File: config.mk
export PLATFORM = sky130hd
export DESIGN_NAME = elevator_car_controller
export DESIGN_NICKNAME = d
export VERILOG_FILES = /design/src/hdl/ecc_pkg.sv /design/src/hdl/ecc_rider_mem.sv /design/src/hdl/ecc_motion.sv /design/src/hdl/elevator_car_controller.sv
export VERILOG_INCLUDE_DIRS = /design/src /design/src/hdl
export SDC_FILE = /design/constraint.sdc
export NUM_CORES = 1
export LEC_CHECK = 0
export BUFFER_PORTS_ARGS = -buffer_cell sky130_fd_sc_hd__buf_2
export CORE_MARGIN = 1.5
export CORE_UTILIZATION = 67
export DETAILED_ROUTE_END_ITERATION = 6
export GPL_TIMING_DRIVEN = 1
export HOLD_SLACK_MARGIN = 0.06
export PLACE_DENSITY = 0.83
export SLEW_MARGIN = 20
export SYNTH_ARGS = -nofsm -noshare
export SYNTH_HDL_FRONTEND = slang
export SYNTH_SLANG_ARGS = --single-unit
export TNS_END_PERCENT = 20
File: constraint.sdc
create_clock -name clk -period 5.65 [get_ports clk]
set_clock_uncertainty 0.15 [all_clocks]
set_input_delay 1.4125 -clock clk [delete_from_list [all_inputs] [get_ports clk]]
set_output_delay 1.4125 -clock clk [all_outputs]
set_load 0.005 [all_outputs]
File: src/hdl/elevator_car_controller_macros.svh
// ----------------------------------------------------------------------------
// elevator_car_controller_macros.svh
// Assertion macros for the elevator car controller.
// ----------------------------------------------------------------------------
`ifndef ELEVATOR_CAR_CONTROLLER_MACROS_SVH
`define ELEVATOR_CAR_CONTROLLER_MACROS_SVH

// Check a condition at every clock edge outside reset.
`define ECC_ASSERT(lbl, cond, msg) \
  lbl: assert property (@(posedge clk) disable iff (!rst_n) (cond)) else $error(msg);

// Check that a consequent follows an antecedent in the same cycle.
`define ECC_ASSERT_IMPL(lbl, ante, cons, msg) \
  lbl: assert property (@(posedge clk) disable iff (!rst_n) (ante) |-> (cons)) \
    else $error(msg);

`endif

File: src/hdl/ecc_pkg.sv
// ----------------------------------------------------------------------------
// ecc_pkg
// Shared types and constants of the elevator car controller.
// ----------------------------------------------------------------------------
package ecc_pkg;

  localparam int FLOOR_W    = 4;
  localparam int TAG_W      = 8;
  localparam int CAP_W      = 5;
  localparam int LOAD_W     = 5;
  localparam int DEST_SLOTS = 1 << FLOOR_W;

  localparam logic [CAP_W-1:0] CAP_RESET = 5'd16;

  typedef enum logic [2:0] {
    OP_ADD_STOP = 3'd0,
    OP_BOARD    = 3'd1,
    OP_ALIGHT   = 3'd2,
    OP_MOVE     = 3'd3,
    OP_CLOSE    = 3'd4
  } op_t;

  typedef enum logic [1:0] {
    MODE_IDLE = 2'd0,
    MODE_UP   = 2'd1,
    MODE_DOWN = 2'd2,
    MODE_OPEN = 2'd3
  } mode_t;

  typedef struct packed {
    logic [2:0]         opcode;
    logic [FLOOR_W-1:0] floor_number;
    logic [TAG_W-1:0]   passenger_tag;
  } ecc_in_t;

  typedef struct packed {
    logic [FLOOR_W-1:0] car_floor;
    logic [1:0]         car_mode;
    logic [LOAD_W-1:0]  car_load;
    logic               car_full;
    logic               board_refused;
    logic               alight_valid;
    logic [TAG_W-1:0]   alight_tag;
    logic               last_result;
  } ecc_out_t;

  // One stored rider: destination floor and tag.
  typedef struct packed {
    logic [FLOOR_W-1:0] dest;
    logic [TAG_W-1:0]   tag;
  } rider_t;

  // Command to the motion unit.
  typedef struct packed {
    logic               valid;
    op_t                op;
    logic [FLOOR_W-1:0] floor_number;
  } mot_cmd_t;

  // Motion unit status.
  typedef struct packed {
    logic [FLOOR_W-1:0] floor;
    mode_t              mode;
  } mot_stat_t;

endpackage

File: src/hdl/ecc_rider_mem.sv
// ----------------------------------------------------------------------------
// ecc_rider_mem
// Rider store: one write port, one read port, registered read data.
// ----------------------------------------------------------------------------
module ecc_rider_mem
  import ecc_pkg::*;
#(
  parameter int DEPTH = 16,
  parameter int AW    = 4
) (
  input  logic          clk,
  input  logic          wr_en,
  input  logic [AW-1:0] wr_addr,
  input  rider_t        wr_data,
  input  logic          rd_en,
  input  logic [AW-1:0] rd_addr,
  output rider_t        rd_data
);

  rider_t mem [0:DEPTH-1];
  rider_t rd_data_r;

  always_ff @(posedge clk) begin
    if (wr_en) begin
      mem[wr_addr] <= wr_data;
    end
  end

  // Hold read data when no read is issued.
  always_ff @(posedge clk) begin
    if (rd_en) begin
      rd_data_r <= mem[rd_addr];
    end
  end

  assign rd_data = rd_data_r;

endmodule

File: src/hdl/ecc_motion.sv
// ----------------------------------------------------------------------------
// ecc_motion
// Pending stop bitmap, current floor and motion mode; steers toward the
// lowest pending stop.
// ----------------------------------------------------------------------------
module ecc_motion
  import ecc_pkg::*;
#(
  parameter int NUM_FLOORS = 16
) (
  input  logic      clk,
  input  logic      rst_n,
  input  mot_cmd_t  cmd,
  output mot_stat_t stat
);

  localparam int TW = $clog2(NUM_FLOORS);

  logic [NUM_FLOORS-1:0] pend_r, pend_nxt;
  logic [FLOOR_W-1:0]    floor_r, floor_nxt;
  mode_t                 mode_r, mode_nxt;

  logic                  has_stop;
  logic [TW-1:0]         low_idx;
  logic [NUM_FLOORS-1:0] add_mask;
  logic [NUM_FLOORS-1:0] low_mask;
  logic [FLOOR_W-1:0]    step_floor;

  // Lowest set bit of the stop bitmap.
  always_comb begin
    has_stop = 1'b0;
    low_idx  = '0;
    for (int i = NUM_FLOORS - 1; i >= 0; i--) begin
      if (pend_r[i]) begin
        has_stop = 1'b1;
        low_idx  = TW'(i);
      end
    end
  end

  // A floor beyond the top gives an empty mask and is ignored.
  always_comb begin
    for (int i = 0; i < NUM_FLOORS; i++) begin
      add_mask[i] = (int'(cmd.floor_number) == i);
      low_mask[i] = (int'(low_idx) == i);
    end
  end

  always_comb begin
    pend_nxt   = pend_r;
    floor_nxt  = floor_r;
    mode_nxt   = mode_r;
    step_floor = floor_r;
    if (cmd.valid) begin
      unique case (cmd.op)
        OP_ADD_STOP: begin
          pend_nxt = pend_r | add_mask;
        end
        OP_MOVE: begin
          if (mode_r != MODE_OPEN) begin
            if (!has_stop) begin
              mode_nxt = MODE_IDLE;
            end else begin
              if (int'(low_idx) > int'(floor_r)) begin
                step_floor = floor_r + 1'b1;
                mode_nxt   = MODE_UP;
              end else if (int'(low_idx) < int'(floor_r)) begin
                step_floor = floor_r - 1'b1;
                mode_nxt   = MODE_DOWN;
              end
              floor_nxt = step_floor;
              // Arrived: drop the stop and open the doors.
              if (int'(low_idx) == int'(step_floor)) begin
                pend_nxt = pend_r & ~low_mask;
                mode_nxt = MODE_OPEN;
              end
            end
          end
        end
        OP_CLOSE: begin
          if (!has_stop) begin
            mode_nxt = MODE_IDLE;
          end else if (int'(low_idx) > int'(floor_r)) begin
            mode_nxt = MODE_UP;
          end else begin
            mode_nxt = MODE_DOWN;
          end
        end
        default: begin
        end
      endcase
    end
  end

  always_ff @(posedge clk) begin
    if (!rst_n) begin
      pend_r  <= '0;
      floor_r <= '0;
      mode_r  <= MODE_IDLE;
    end else begin
      pend_r  <= pend_nxt;
      floor_r <= floor_nxt;
      mode_r  <= mode_nxt;
    end
  end

  assign stat.floor = floor_r;
  assign stat.mode  = mode_r;

endmodule

File: src/hdl/elevator_car_controller.sv
// ----------------------------------------------------------------------------
// elevator_car_controller
// Add stop, board, move, close, unused codes and an alight with nobody leaving go
// straight to the output register on acceptance; one item a cycle unless stalled.
// Alight with riders leaving: the walk runs in S_SCAN, each result passing the
// rider store read register and then the output register; one stored rider walked a
// cycle (a stalled result holds the walk), and no new item is taken until it ends.
// Reset (synchronous): no stops, ground floor, idle, empty car, capacity 16.
// ----------------------------------------------------------------------------
`include "elevator_car_controller_macros.svh"

module elevator_car_controller
  import ecc_pkg::*;
#(
  parameter int NUM_FLOORS = 16,
  parameter int MAX_RIDERS = 16
) (
  input  logic             clk,
  input  logic             rst_n,
  input  logic             cfg_wr_en,
  input  logic [CAP_W-1:0] cfg_wr_data,
  input  logic             in_valid,
  output logic             in_stall,
  input  ecc_in_t          in_data,
  output logic             out_valid,
  input  logic             out_stall,
  output ecc_out_t         out_data
);

  localparam int AW = (MAX_RIDERS > 1) ? $clog2(MAX_RIDERS) : 1;
  localparam int CW = $clog2(MAX_RIDERS + 1);

  typedef enum logic {S_IDLE, S_SCAN} state_t;

  typedef struct packed {
    logic             refused;
    logic             av;
    logic [TAG_W-1:0] tag;
    logic             last;
  } res_t;

  state_t           state_r, state_nxt;
  logic [CAP_W-1:0] cap_r, cap_nxt;
  logic [CW-1:0]    count_r, count_nxt;
  logic [CW-1:0]    dest_cnt_r [0:DEST_SLOTS-1];
  logic             out_valid_r, out_valid_nxt;
  res_t             res_r, res_nxt;
  logic [CW-1:0]    rd_idx_r, rd_idx_nxt;
  logic [CW-1:0]    wr_idx_r, wr_idx_nxt;
  logic [CW-1:0]    scan_cnt_r, scan_cnt_nxt;
  logic [CW-1:0]    left_r, left_nxt;
  logic             p_vld_r, p_vld_nxt;

  logic             in_acc;
  logic             out_free;
  logic             full;
  logic             dest_inc;
  logic             dest_clr;
  logic [CW-1:0]    n_gone;
  logic             gone;
  logic             consume;
  logic             more;
  logic             issue;

  logic             mem_we;
  logic [AW-1:0]    mem_waddr;
  rider_t           mem_wdata;
  logic             mem_re;
  rider_t           mem_rdata;

  mot_cmd_t         mot_cmd;
  mot_stat_t        mot_stat;

  ecc_motion #(
    .NUM_FLOORS(NUM_FLOORS)
  ) u_motion (
    .clk  (clk),
    .rst_n(rst_n),
    .cmd  (mot_cmd),
    .stat (mot_stat)
  );

  ecc_rider_mem #(
    .DEPTH(MAX_RIDERS),
    .AW   (AW)
  ) u_rider_mem (
    .clk    (clk),
    .wr_en  (mem_we),
    .wr_addr(mem_waddr),
    .wr_data(mem_wdata),
    .rd_en  (mem_re),
    .rd_addr(rd_idx_r[AW-1:0]),
    .rd_data(mem_rdata)
  );

  assign out_free = !out_valid_r || !out_stall;
  assign in_stall = (state_r != S_IDLE) || !out_free;
  assign in_acc   = in_valid && !in_stall;

  assign full = (32'(count_r) >= 32'(cap_r)) || (32'(count_r) >= MAX_RIDERS);

  assign mot_cmd.valid        = in_acc;
  assign mot_cmd.op           = op_t'(in_data.opcode);
  assign mot_cmd.floor_number = in_data.floor_number;

  assign n_gone  = dest_cnt_r[mot_stat.floor];
  assign gone    = (mem_rdata.dest == mot_stat.floor);
  assign consume = p_vld_r && (!gone || out_free);
  assign more    = (rd_idx_r < scan_cnt_r);
  assign issue   = (state_r == S_SCAN) && (!p_vld_r || consume) && more;

  always_comb begin
    state_nxt     = state_r;
    cap_nxt       = cfg_wr_en ? cfg_wr_data : cap_r;
    count_nxt     = count_r;
    out_valid_nxt = out_valid_r && out_stall;
    res_nxt       = res_r;
    rd_idx_nxt    = rd_idx_r;
    wr_idx_nxt    = wr_idx_r;
    scan_cnt_nxt  = scan_cnt_r;
    left_nxt      = left_r;
    p_vld_nxt     = p_vld_r;
    dest_inc      = 1'b0;
    dest_clr      = 1'b0;
    mem_we        = 1'b0;
    mem_waddr     = count_r[AW-1:0];
    mem_wdata     = '{dest: in_data.floor_number, tag: in_data.passenger_tag};
    mem_re        = 1'b0;
    unique case (state_r)
      S_IDLE: begin
        if (in_acc) begin
          out_valid_nxt = 1'b1;
          res_nxt       = '{refused: 1'b0, av: 1'b0, tag: '0, last: 1'b1};
          unique case (op_t'(in_data.opcode))
            OP_BOARD: begin
              if (full) begin
                res_nxt.refused = 1'b1;
              end else begin
                mem_we    = 1'b1;
                count_nxt = count_r + 1'b1;
                dest_inc  = 1'b1;
              end
            end
            OP_ALIGHT: begin
              // With riders leaving, the plain result is replaced by the walk.
              if (n_gone != '0) begin
                out_valid_nxt = out_valid_r && out_stall;
                res_nxt       = res_r;
                count_nxt     = count_r - n_gone;
                dest_clr      = 1'b1;
                scan_cnt_nxt  = count_r;
                left_nxt      = n_gone;
                rd_idx_nxt    = '0;
                wr_idx_nxt    = '0;
                p_vld_nxt     = 1'b0;
                state_nxt     = S_SCAN;
              end
            end
            default: begin
            end
          endcase
        end
      end
      S_SCAN: begin
        // Reads run ahead of compaction writes, so the addresses never meet.
        if (issue) begin
          mem_re     = 1'b1;
          rd_idx_nxt = rd_idx_r + 1'b1;
        end
        p_vld_nxt = issue || (p_vld_r && !consume);
        if (consume) begin
          if (gone) begin
            out_valid_nxt = 1'b1;
            res_nxt       = '{refused: 1'b0, av: 1'b1, tag: mem_rdata.tag,
                              last: (left_r == CW'(1))};
            left_nxt      = left_r - 1'b1;
          end else begin
            mem_we     = 1'b1;
            mem_waddr  = wr_idx_r[AW-1:0];
            mem_wdata  = mem_rdata;
            wr_idx_nxt = wr_idx_r + 1'b1;
          end
        end
        if (!more && (!p_vld_r || consume)) begin
          state_nxt = S_IDLE;
        end
      end
      default: begin
        state_nxt = S_IDLE;
      end
    endcase
  end

  always_ff @(posedge clk) begin
    if (!rst_n) begin
      state_r     <= S_IDLE;
      cap_r       <= CAP_RESET;
      count_r     <= '0;
      out_valid_r <= 1'b0;
      res_r       <= '0;
      p_vld_r     <= 1'b0;
      rd_idx_r    <= '0;
      wr_idx_r    <= '0;
      scan_cnt_r  <= '0;
      left_r      <= '0;
      for (int i = 0; i < DEST_SLOTS; i++) begin
        dest_cnt_r[i] <= '0;
      end
    end else begin
      state_r     <= state_nxt;
      cap_r       <= cap_nxt;
      count_r     <= count_nxt;
      out_valid_r <= out_valid_nxt;
      res_r       <= res_nxt;
      p_vld_r     <= p_vld_nxt;
      rd_idx_r    <= rd_idx_nxt;
      wr_idx_r    <= wr_idx_nxt;
      scan_cnt_r  <= scan_cnt_nxt;
      left_r      <= left_nxt;
      if (dest_inc) begin
        dest_cnt_r[in_data.floor_number] <= dest_cnt_r[in_data.floor_number] + 1'b1;
      end else if (dest_clr) begin
        dest_cnt_r[mot_stat.floor] <= '0;
      end
    end
  end

  // Floor, mode and load are live state: nothing changes them while a result waits.
  assign out_valid              = out_valid_r;
  assign out_data.car_floor     = mot_stat.floor;
  assign out_data.car_mode      = mot_stat.mode;
  assign out_data.car_load      = LOAD_W'(count_r);
  assign out_data.car_full      = full;
  assign out_data.board_refused = res_r.refused;
  assign out_data.alight_valid  = res_r.av;
  assign out_data.alight_tag    = res_r.tag;
  assign out_data.last_result   = res_r.last;

  `ECC_ASSERT(a_count_max, 32'(count_r) <= MAX_RIDERS, "rider count above store depth")
  `ECC_ASSERT_IMPL(a_left_bound, state_r == S_SCAN,
    32'(left_r) <= 32'(scan_cnt_r) - 32'(rd_idx_r) + 32'(p_vld_r),
    "more leaving riders expected than entries left to walk")
  `ECC_ASSERT_IMPL(a_walk_done, state_r == S_IDLE && $past(state_r == S_SCAN),
    left_r == '0 && wr_idx_r == count_r, "walk ended with riders unaccounted")

endmodule
# After elaboration in Yosys (flattened, before gate mapping)
# Memory sizes are Yosys's and may differ from the RTL's. A register that Yosys moved wholly into a read port is not among the register bits.
# Cells that the tools add are included.
[word_totals] out_inout_bits=25 mem_bits_rw=272 memories=2 regBits=66
[mem_list] memory="u_rider_mem.mem" depth=16 width=12 rd=1 rd_ports_with_merged_regs=1 wr=1 line_no="ecc_rider_mem.sv:20" rtl="rider_t mem [0:DEPTH-1];"
[mem_list] memory="dest_cnt_r" depth=16 width=5 rd=2 rd_ports_with_merged_regs=1 wr=16 line_no="elevator_car_controller.sv:45" rtl="logic [CW-1:0] dest_cnt_r [0:DEST_SLOTS-1];"
[classes] eq_ne=52 bitwise_logic=4 add_sub_neg=8 reduce_logical=40 n_lt_le_gt_ge=5 n_mux=124
[op_table] cell="4-bit two-way mux" n=29
[op_table] cell="5-bit two-way mux" n=15
[op_table] cell="4-bit == test (second input constant)" n=16
[op_table] cell="1-bit two-way mux" n=50
[op_table] cell="16-bit two-way mux" n=3
[op_table] cell="11-bit two-way mux" n=4
[op_table] cell="5-bit one-hot mux with 2 select lines" n=4
[op_table] cell="12-bit two-way mux" n=3
[op_table] cell="4-bit by 3-bit == test with 1-bit output (second input constant)" n=8
[op_table] cell="16-bit one-hot mux with 2 select lines" n=1
[op_table] cell="11-bit one-hot mux with 2 select lines" n=1
[op_table] cell="5-bit by 1-bit adder with 5-bit output (second input constant)" n=4
[op_table] cell="4-bit AND reduction" n=5
[op_table] cell="5-bit AND reduction" n=4
[op_table] cell="16-bit AND" n=1
[op_table] cell="4-bit by 2-bit == test with 1-bit output (second input constant)" n=4
[op_table] cell="16-bit NOT" n=1
[op_table] cell="16-bit bitwise OR" n=1
[op_table] cell="2-bit two-way mux" n=7
[op_table] cell="2-bit by 1-bit inequality test with 1-bit output (second input constant)" n=7
[op_table] cell="2-bit inequality test (second input constant)" n=6
[op_table] cell="10-bit two-way mux" n=1
[op_table] cell="1-bit one-hot mux with 2 select lines" n=5
[op_table] cell="5-bit OR reduction" n=2
[op_table] cell="other kinds (27)" n=51

# Depth between registers and ports, before layout
# Gate-level depths: netlist of run 1.
[logic_depth] depth_word=28 depth_mapped=13

# By module
# From an unflattened synthesis of run 1, not the netlist that was laid out.
[unflattened] hier_cells=1115 hier_area_um2=16213.0
[by_module_without_submodules] module="ecc_rider_mem" area_each_um2=7719.9 n_inst=1 seq_area_each_um2=6125.9 cells_per_inst=329
[by_module_without_submodules] module="elevator_car_controller" area_each_um2=6972.9 n_inst=1 seq_area_each_um2=3263.1 cells_per_inst=587
[by_module_without_submodules] module="ecc_motion" area_each_um2=1520.2 n_inst=1 seq_area_each_um2=440.4 cells_per_inst=199

# Worst setup path after synthesis of run 1
# No wires, ideal clock.
[synth_path] path_kind="input -> register" startpoint="input in_data[8] (netlist bit)" endpoint="memory dest_cnt_r[0][2] (netlist bit), data pin" stages=9 setup_slack_ns=1.405 setup_ns=0.265 n_path_buf=3 t_required_ns=5.235 arrival_ns=3.830 path_cell_list="buf_2 buf_2 mux4_2 mux4_2 ha_1 xor2_1 nand2_1 clkbuf_1 nor2_1"
[synth_lines] element="start, declared" line_no="elevator_car_controller.sv:24" rtl="input ecc_in_t in_data,"
[synth_lines] element="end, declared" line_no="elevator_car_controller.sv:45"

# Final worst setup path of run 1
[layout_path] startpoint="input out_stall" endpoint="memory u_rider_mem.mem[6][4] (netlist bit), enable pin"
[layout_via] elab_chain_cells=10 word_cells_on_any_way=15
[layout_lines] element="start, declared" line_no="elevator_car_controller.sv:26" rtl="input logic out_stall,"
[layout_lines] element="1-bit zero test (*)" line_no="elevator_car_controller.sv:96" rtl="assign out_free = !out_valid_r || !out_stall;"
[layout_lines] element="1-bit logical OR (*)" line_no="elevator_car_controller.sv:96"
[layout_lines] element="1-bit zero test" line_no="elevator_car_controller.sv:97" rtl="assign in_stall = (state_r != S_IDLE) || !out_free;"
[layout_lines] element="1-bit logical OR" line_no="elevator_car_controller.sv:97"
[layout_lines] element="1-bit zero test" line_no="elevator_car_controller.sv:98" rtl="assign in_acc = in_valid && !in_stall;"
[layout_lines] element="1-bit logical AND" line_no="elevator_car_controller.sv:98"
[layout_lines] element="1-bit two-way mux" line_no="elevator_car_controller.sv:131" rtl="if (in_acc) begin"
[layout_lines] element="1-bit one-hot mux with 2 select lines" line_no="elevator_car_controller.sv:129" rtl="unique case (state_r)"
[layout_lines] element="1-bit two-way mux" line_no="ecc_rider_mem.sv:24" rtl="if (wr_en) begin"
[layout_lines] element="1-bit two-way mux (not written as such)" line_no="ecc_rider_mem.sv:25" rtl="mem[wr_addr] <= wr_data;"
[layout_lines] element="end, declared" line_no="ecc_rider_mem.sv:20"
# Every way passes the cells marked *; elsewhere a longest branch is shown, timed or not.

==> results of run 1 <==
[cell families (layout without fill, tap and decap cells)]
kind of cell | count (synthesis) | in the layout | synth area share
DFF | 353 | 353 | 0.624
and+or+nand+nor | 315 | 315 | 0.0912
AOI/OAI and AO/OA | 142 | 142 | 0.0615
muxes | 129 | 129 | 0.166
buffers and inverters | 88 | 173 | 0.0224
xor gates and xnor gates | 27 | 27 | 0.0149
adders and majority gates | 25 | 25 | 0.0202
[flip-flops by register name, indices dropped and copies added (netlist names), 5 cells and up, named ones only]
register,flops
left_r,5
dest_cnt_r,80
u_rider_mem.rd_data,12
cap_r,5
u_rider_mem.mem,192
out_data,11
scan_cnt_r,5
count_r,5
rd_idx_r,5
u_motion.pend_r,16
[how the worst max path moves through the flow]
stage | start | endpoint | cells after the start | slack, ns
after CTS | out_stall | u_rider_mem.mem[6][8] | 8 | 1.06
final | out_stall | u_rider_mem.mem[6][4] | 8 | 0.95
after floorplan | in_data[8] | dest_cnt_r[0][2] | 9 | 1.40
after global placement | out_stall | dest_cnt_r[9][3] | 8 | 0.53
after detailed placement | out_stall | dest_cnt_r[9][3] | 9 | 0.57
after global routing | out_stall | u_rider_mem.mem[6][7] | 8 | 0.91
[area by class of cell]
cell class | count | area [sq um] | share of cell area
Clock inverter | 16 | 139 | 0.00786
Multi-Input combinational cell | 638 | 5630 | 0.318
Clock buffer | 50 | 1000 | 0.0569
Sequential cell | 353 | 9910 | 0.561
Timing Repair Buffer | 76 | 465 | 0.0263
Tap cell | 319 | 399 | 0.0226
Inverter | 31 | 116 | 0.00659
[stage by stage]
step	worst slack [ns]	hold WS [ns]	power, mW
finish	0.948	0.331	5.44
global route	0.913	0.359	5.54
global placement	0.531	0.302	3.16
detailed placement	0.571	0.309	3.17
CTS	1.06	0.329	5.43
floorplan	1.40	0.306	3.08
[worst max-delay path, cell delays in order]
cell,delay (ns)
buf_2,0.12
a21oi_1,0.22
nand2_1,0.27
nor4b_1,0.83
nor2b_1,0.71
a32oi_1,0.38
nor2_1,0.49
buf_4,0.34
[layout by cell type, fill, tap and decap left out, types with 6 or more instances in the layout]
cell / n
and3_1: 6
nand3_1: 22
ha_1: 24
a31oi_1: 8
nor4_1: 6
mux4_2: 106
o21ai_0: 17
a21o_1: 8
a22oi_1: 9
nand4_1: 10
xnor2_1: 23
mux2_2: 12
buf_2: 50
nor3_1: 9
nand2_1: 50
dfxtp_1: 67
inv_1: 31
clkbuf_16: 37
clkbuf_1: 10
edfxtp_1: 284
nand2b_1: 12
nor2b_1: 9
a211oi_1: 9
a21oi_1: 40
nand3b_1: 8
nor2_1: 160
a22o_1: 8
o311ai_1: 10
mux2i_1: 11
buf_4: 25
[metal layers]
layer  global-route usage  share of wire  routed length, um  vias to the layer above
li1                     -              -                  -                     4323
met1                0.426           0.34              14000                     5099
met2                0.590           0.51              21000                      816
met3               0.0570          0.099               4100                      159
met4                0.179          0.055               2290                        0
met5                    0              0                  0                        -
[power groups by stage]
stage	Sequential [mW]	Combinational (mW)	Clock (mW)
after detailed placement	2.91	0.263	0
after floorplan	2.90	0.186	0
after global routing	2.85	0.290	2.40
after CTS	2.85	0.267	2.31
after global placement	2.91	0.253	0
final	2.85	0.276	2.31
==> qor.yml, run 1 <==
yosys:
  yosys.cell_count.top_type: "edfxtp_1"
  yosys.area.top_type_share: 0.537
  synthFlopType: "edfxtp_1"
  yosys.area.top_type: "edfxtp_1"
  syn_inst: 1079
  yosys_register_bits: 353
  ys_types: 62
  synth_commonest_cells: "edfxtp_1, nor2_1, mux4_2"
  yosysWarningCount: 0
  ys_async_sr_fraction: 0
  synth_edf_count: 284
  synth_area_leaders: "edfxtp_1, mux4_2, dfxtp_1"
  synth_area_sq_um: 15900
  synth-seq-area-share: 0.624
  syn_avg_cell_area_sq_um: 14.7
  syn-num-nets: 1129
place:
  post-place-cells: 1416
  place_area_sq_um: 16500
  place_congestion: 0.909
  hpwl_mm: 25.6
  io_buffers: 49
detailed_routing:
  drt_pass1_iterations: 6
  drc: 0
  drt_iter0_markers: 1385
  wirelength_mm: 41.4
  antenna_left: 0
  wl_per_cell_um: 27.9
  vias_per_cell: 7.01
  vias: 10397
clock_tree:
  ctsResizeCount: 0
  ctsHoldBuffers: 0
  htreeDepth: 2
  clock-root-buffer: "clkbuf_16"
  cts_inserted_buffers: 36
  cts.sinks: 353
  clk_latency_ns: 0.54
  cts_tree: "built"
  clockBufferDepth: 3
  worst_setup_hold_path_clk_slew_ns: 0.06
  cts_setup_buffers: 0
finish:
  final_cell_count_no_fill: 1483
  post-route-util: 0.757
  diodes: 0
  final_nets: 1186
  drive_gt1_frac: 0.225
  fin_area_sq_um: 17700
  fill_cells: 1292
  syn_to_final_growth_pct: 11.2
power:
  ir_drop_mv: 0.255
  p_sw_frac: 0.229
  seq_power_share: 0.525
  p_comb_frac: 0.051
  internal_power_mw: 4.19
  p_per_area_nw_per_um2: 308
  p_leak_nw: 5.94
  power.switching_mw: 1.25
  p_clk_frac: 0.424
critical_path:
  crit_arrival_ns: 4.78
  rrSetupSlack_ns: 1.34
  critPathLaunchType: "input port"
  path_class: "input port to flop"
  r2r_cells: 11
  cp_data_required_time_ns: 5.73
  reg2reg_from: "u_motion.pend_r[0]"
  critPathMaxFanout: 9
  worst_setup_path_end_kind: "flop"
  reg2reg_to: "u_motion.pend_r[9]"
timing:
  fmax_ghz: 0.213
  worstMarginPinSlew_ns: 1.05
  fin_crit_ns: 4.70
  drv_slew: 0
  rsz0062_at_grt: "false"
  maxSlewHeadroom: 0.298
  period_share: 0.832
  setup_viol: 0
  setup_tns_ns: 0
  hold_violations: 0
min_path:
  min-delay-start: "out_data[7]"
  hold_end: "out_data[7]"
  whs_path_depth: 1
  holdCritPathClass: "flop to flop"
flow_run:
  cap_violations: 0
die:
  core_area_sq_um: 23300
  row_count: 56
  dieHeight_um: 157
  dieArea_sq_um: 24600
  die_w_um: 157
  pin_count: 50
  initial_core_util: 0.681
global_route:
  grt_overflow: 0
  grt_max_degree: 54
  first_global_vias: 10145
  antenna_found_initial: 0
  grt_first_pass_wirelength_mm: 61.4
  grtUsageTotal: 0.345
run_status:
  status: "complete, no violations"
No activity file was read; power rests on OpenSTA's default activity.
==> run 2, diff against run 1 <==
--- a/config.mk
+++ b/config.mk
@@ -6,13 +6,14 @@
 export SDC_FILE = /design/constraint.sdc
 export NUM_CORES = 1
 export LEC_CHECK = 0
+export ABC_AREA = 1
 export BUFFER_PORTS_ARGS = -buffer_cell sky130_fd_sc_hd__buf_2
 export CORE_MARGIN = 1.5
-export CORE_UTILIZATION = 67
+export CORE_UTILIZATION = 56
 export DETAILED_ROUTE_END_ITERATION = 6
 export GPL_TIMING_DRIVEN = 1
 export HOLD_SLACK_MARGIN = 0.06
-export PLACE_DENSITY = 0.83
+export PLACE_DENSITY = 0.74
 export SLEW_MARGIN = 20
 export SYNTH_ARGS = -nofsm -noshare
 export SYNTH_HDL_FRONTEND = slang
==> constraint.sdc (replaced) <==
create_clock -name clk -period 4.15 [get_ports clk]
set_clock_uncertainty 0.15 [all_clocks]
set_input_delay 1.0375 -clock clk [delete_from_list [all_inputs] [get_ports clk]]
set_output_delay 1.0375 -clock clk [all_outputs]
set_load 0.005 [all_outputs]
==> qor.yml, run 2 <==
run_status:
  status: "complete, no violations"
place:
  io_buffers: 49  # unchanged
  place_ws_ns: 0.246  # -0.325 ns
  place_area_sq_um: 17700  # +7.6%
  post-place-cells: 2104  # +49%
  place_congestion: 0.947  # +4.2%
  hpwl_mm: 29.4  # +15%
power:
  p_per_area_nw_per_um2: 421  # +37%
  power.switching_mw: 1.98  # +58%
  internal_power_mw: 6.03  # +44%
  p_comb_frac: 0.104  # +0.053
  p_clk_frac: 0.407  # -0.017
  power.total_mw: 8.00  # +47%
  p_leak_nw: 7.08  # +19%
  seq_power_share: 0.489  # -0.036
  ir_drop_mv: 0.359  # +41%
  p_sw_frac: 0.247  # +0.0176
die:
  initial_core_util: 0.568  # -0.112
  core_area_sq_um: 29600  # +27%
  pin_count: 50  # unchanged
  row_count: 63  # +13%
  dieHeight_um: 176  # +12%
  dieArea_sq_um: 31100  # +26%
  die_w_um: 176  # +12%
finish:
  layout_common_cells: "edfxtp_1, nand2_1, nor2_1"
  largest_reg_flops: 192  # unchanged
  fin_area_sq_um: 19000  # +7.5%
  final_nets: 1807  # +52%
  post-route-util: 0.641  # -0.117
  final_common_cell: "edfxtp_1"
  final_cell_count_no_fill: 2176  # +47%
  syn_to_final_growth_pct: 12.7
  reg_top3: "u_rider_mem.mem x192, dest_cnt_r x80, u_motion.pend_r x16"
  drive_gt1_frac: 0.134  # -0.0907
  regMostFlops: "u_rider_mem.mem"
  diodes: 0  # unchanged
global_route:
  grt_overflow: 0  # unchanged
  grt_max_degree: 100  # +85%
  antenna_found_initial: 0  # unchanged
  grtUsageTotal: 0.289  # -0.0559
  first_global_vias: 12845  # +27%
  grt_first_pass_wirelength_mm: 69.3  # +13%
yosys:
  syn_inst: 1682  # +56%
  synth-seq-area-share: 0.588  # -0.0359
  yosys_register_bits: 353  # unchanged
  synth_area_sq_um: 16800  # +6.1%
  ys_types: 57  # -8.1%
  yosys.area.top_type_share: 0.506  # -0.0309
  synth_edf_count: 284  # unchanged
  yosysWarningCount: 0  # unchanged
  syn_avg_cell_area_sq_um: 10.0  # -32%
  yosys.area.top_type: "edfxtp_1"
  synth_commonest_cells: "edfxtp_1, nand2_1, nor2_1"
  yosys.cell_count.top_type: "edfxtp_1"
  ys_async_sr_fraction: 0  # unchanged
  synth_area_leaders: "edfxtp_1, dfxtp_1, nand2_1"
  syn-num-nets: 1732  # +53%
  synthFlopType: "edfxtp_1"
min_path:
  min-delay-start: "out_data[9]"
  holdCritPathClass: "flop to flop"
timing:
  period_share: 0.925
  hold_slack_ns: 0.306  # -0.0246 ns
  setup_tns_ns: 0  # unchanged
  rsz0062_at_grt: "false"
  hold_violations: 0  # unchanged
  setup_viol: 0  # unchanged
  maxSlewHeadroom: 0.349  # +0.0516
  fin_crit_ns: 3.84
  drv_slew: 0  # unchanged
  fmax_ghz: 0.261
  worstMarginPinSlew_ns: 0.973  # -0.0771 ns
  setup_ws_ns: 0.313  # -0.635 ns
clock_tree:
  clk_latency_ns: 0.53  # about the same
  worst_setup_hold_path_clk_slew_ns: 0.07  # about the same
  htreeDepth: 2  # unchanged
  cts.sinks: 353  # unchanged
  clock-root-buffer: "clkbuf_16"
  ctsHoldBuffers: 0  # unchanged
  clockBufferDepth: 3  # unchanged
  cts_inserted_buffers: 37  # +2.8%
  cts_tree: "built"
flow_run:
  cap_violations: 0  # unchanged
critical_path:
  worst_setup_path_end_kind: "flop"
  critPathLaunchType: "flop"
  critPathMaxFanout: 19  # +10
  crit_arrival_ns: 3.92  # -0.86 ns
  startpoint: "state_r"
  cp_data_required_time_ns: 4.23  # -1.50 ns
  reg2reg_from: "state_r"
  path_class: "flop to flop"
detailed_routing:
  drc: 0  # unchanged
  wirelength_mm: 43.9  # +6.0%
  vias_per_cell: 5.98  # -15%
  vias: 13009  # +25%
  wl_per_cell_um: 20.2  # -28%
  antenna_left: 0  # unchanged
  drt_pass1_iterations: 6  # unchanged
  drt_iter0_markers: 1331  # -3.9%
[run 2: changes by cell type after synthesis, sizes merged, moves of 20 or more]
cell and change:
nand2 +206, o21ai +122, inv +110, mux4 -106
nand3 +98, nor3 +69, a21oi +45, nor2 +37
buf +30, o32ai +26, o221ai +25, a22oi +23
o211ai +20, xnor2 -20
[run 2: worst paths after layout]
kind	depth (start not counted)	end	slack, ns
hold / removal	2	out_data[9]	0.31
hold reg to reg	2	out_data[9]	0.31
setup / recovery	7	u_rider_mem.mem[0][0]	0.31
setup reg to reg	7	u_rider_mem.mem[0][0]	0.31
[run 2: worst max-delay path: stages (launching register included)]
cell	delay [ns]
dfxtp_1	0.51
clkinv_1	0.39
nor3_2	0.29
clkinv_1	0.55
o21ai_0	0.71
nand2_1	0.21
nor2_1	0.42
buf_4	0.29
[run 2: cells by family after synthesis]
group           count (synthesis)  share of synthesized area
xor+xnor                       11                    0.00572
buf+inv                       241                     0.0610
compound gates                360                      0.132
simple gates                  671                      0.182
flops                         353                      0.588
mux                            21                     0.0125
fa+ha+maj                      25                     0.0190
[run 2: power by group through the flow]
stage,clock (mW),combinational (mW),sequential [mW]
floorplan,0,0.551,3.97
global placement,0,0.792,3.98
detailed placement,0,0.803,3.99
CTS,3.30,0.807,3.91
global route,3.43,0.914,3.92
finish,3.26,0.831,3.91
[run 2: repair_timing]
item | in CTS | in global routing
gates resized for setup | 0 | 4
buffers inserted | 0 | 4
setup endpoints to repair | 0 | 16
[run 2: metal layers]
layer	wire [um]	track usage	up-vias	share of wire
li1	-	-	6137	-
met3	3080	0.0394	124	0.070
met1	17300	0.360	6220	0.39
met5	0	0	-	0
met2	21600	0.500	528	0.49
met4	1900	0.132	0	0.043
[run 2: layout make-up]
type,count,area [sq um]
multi-input cells,1088,5920
flip-flops and latches,353,9920
clock buffers,56,1100
fillers,2386,10700
inverters,146,551
clock inverters,12,114
well taps,390,488
repair buffers,131,898
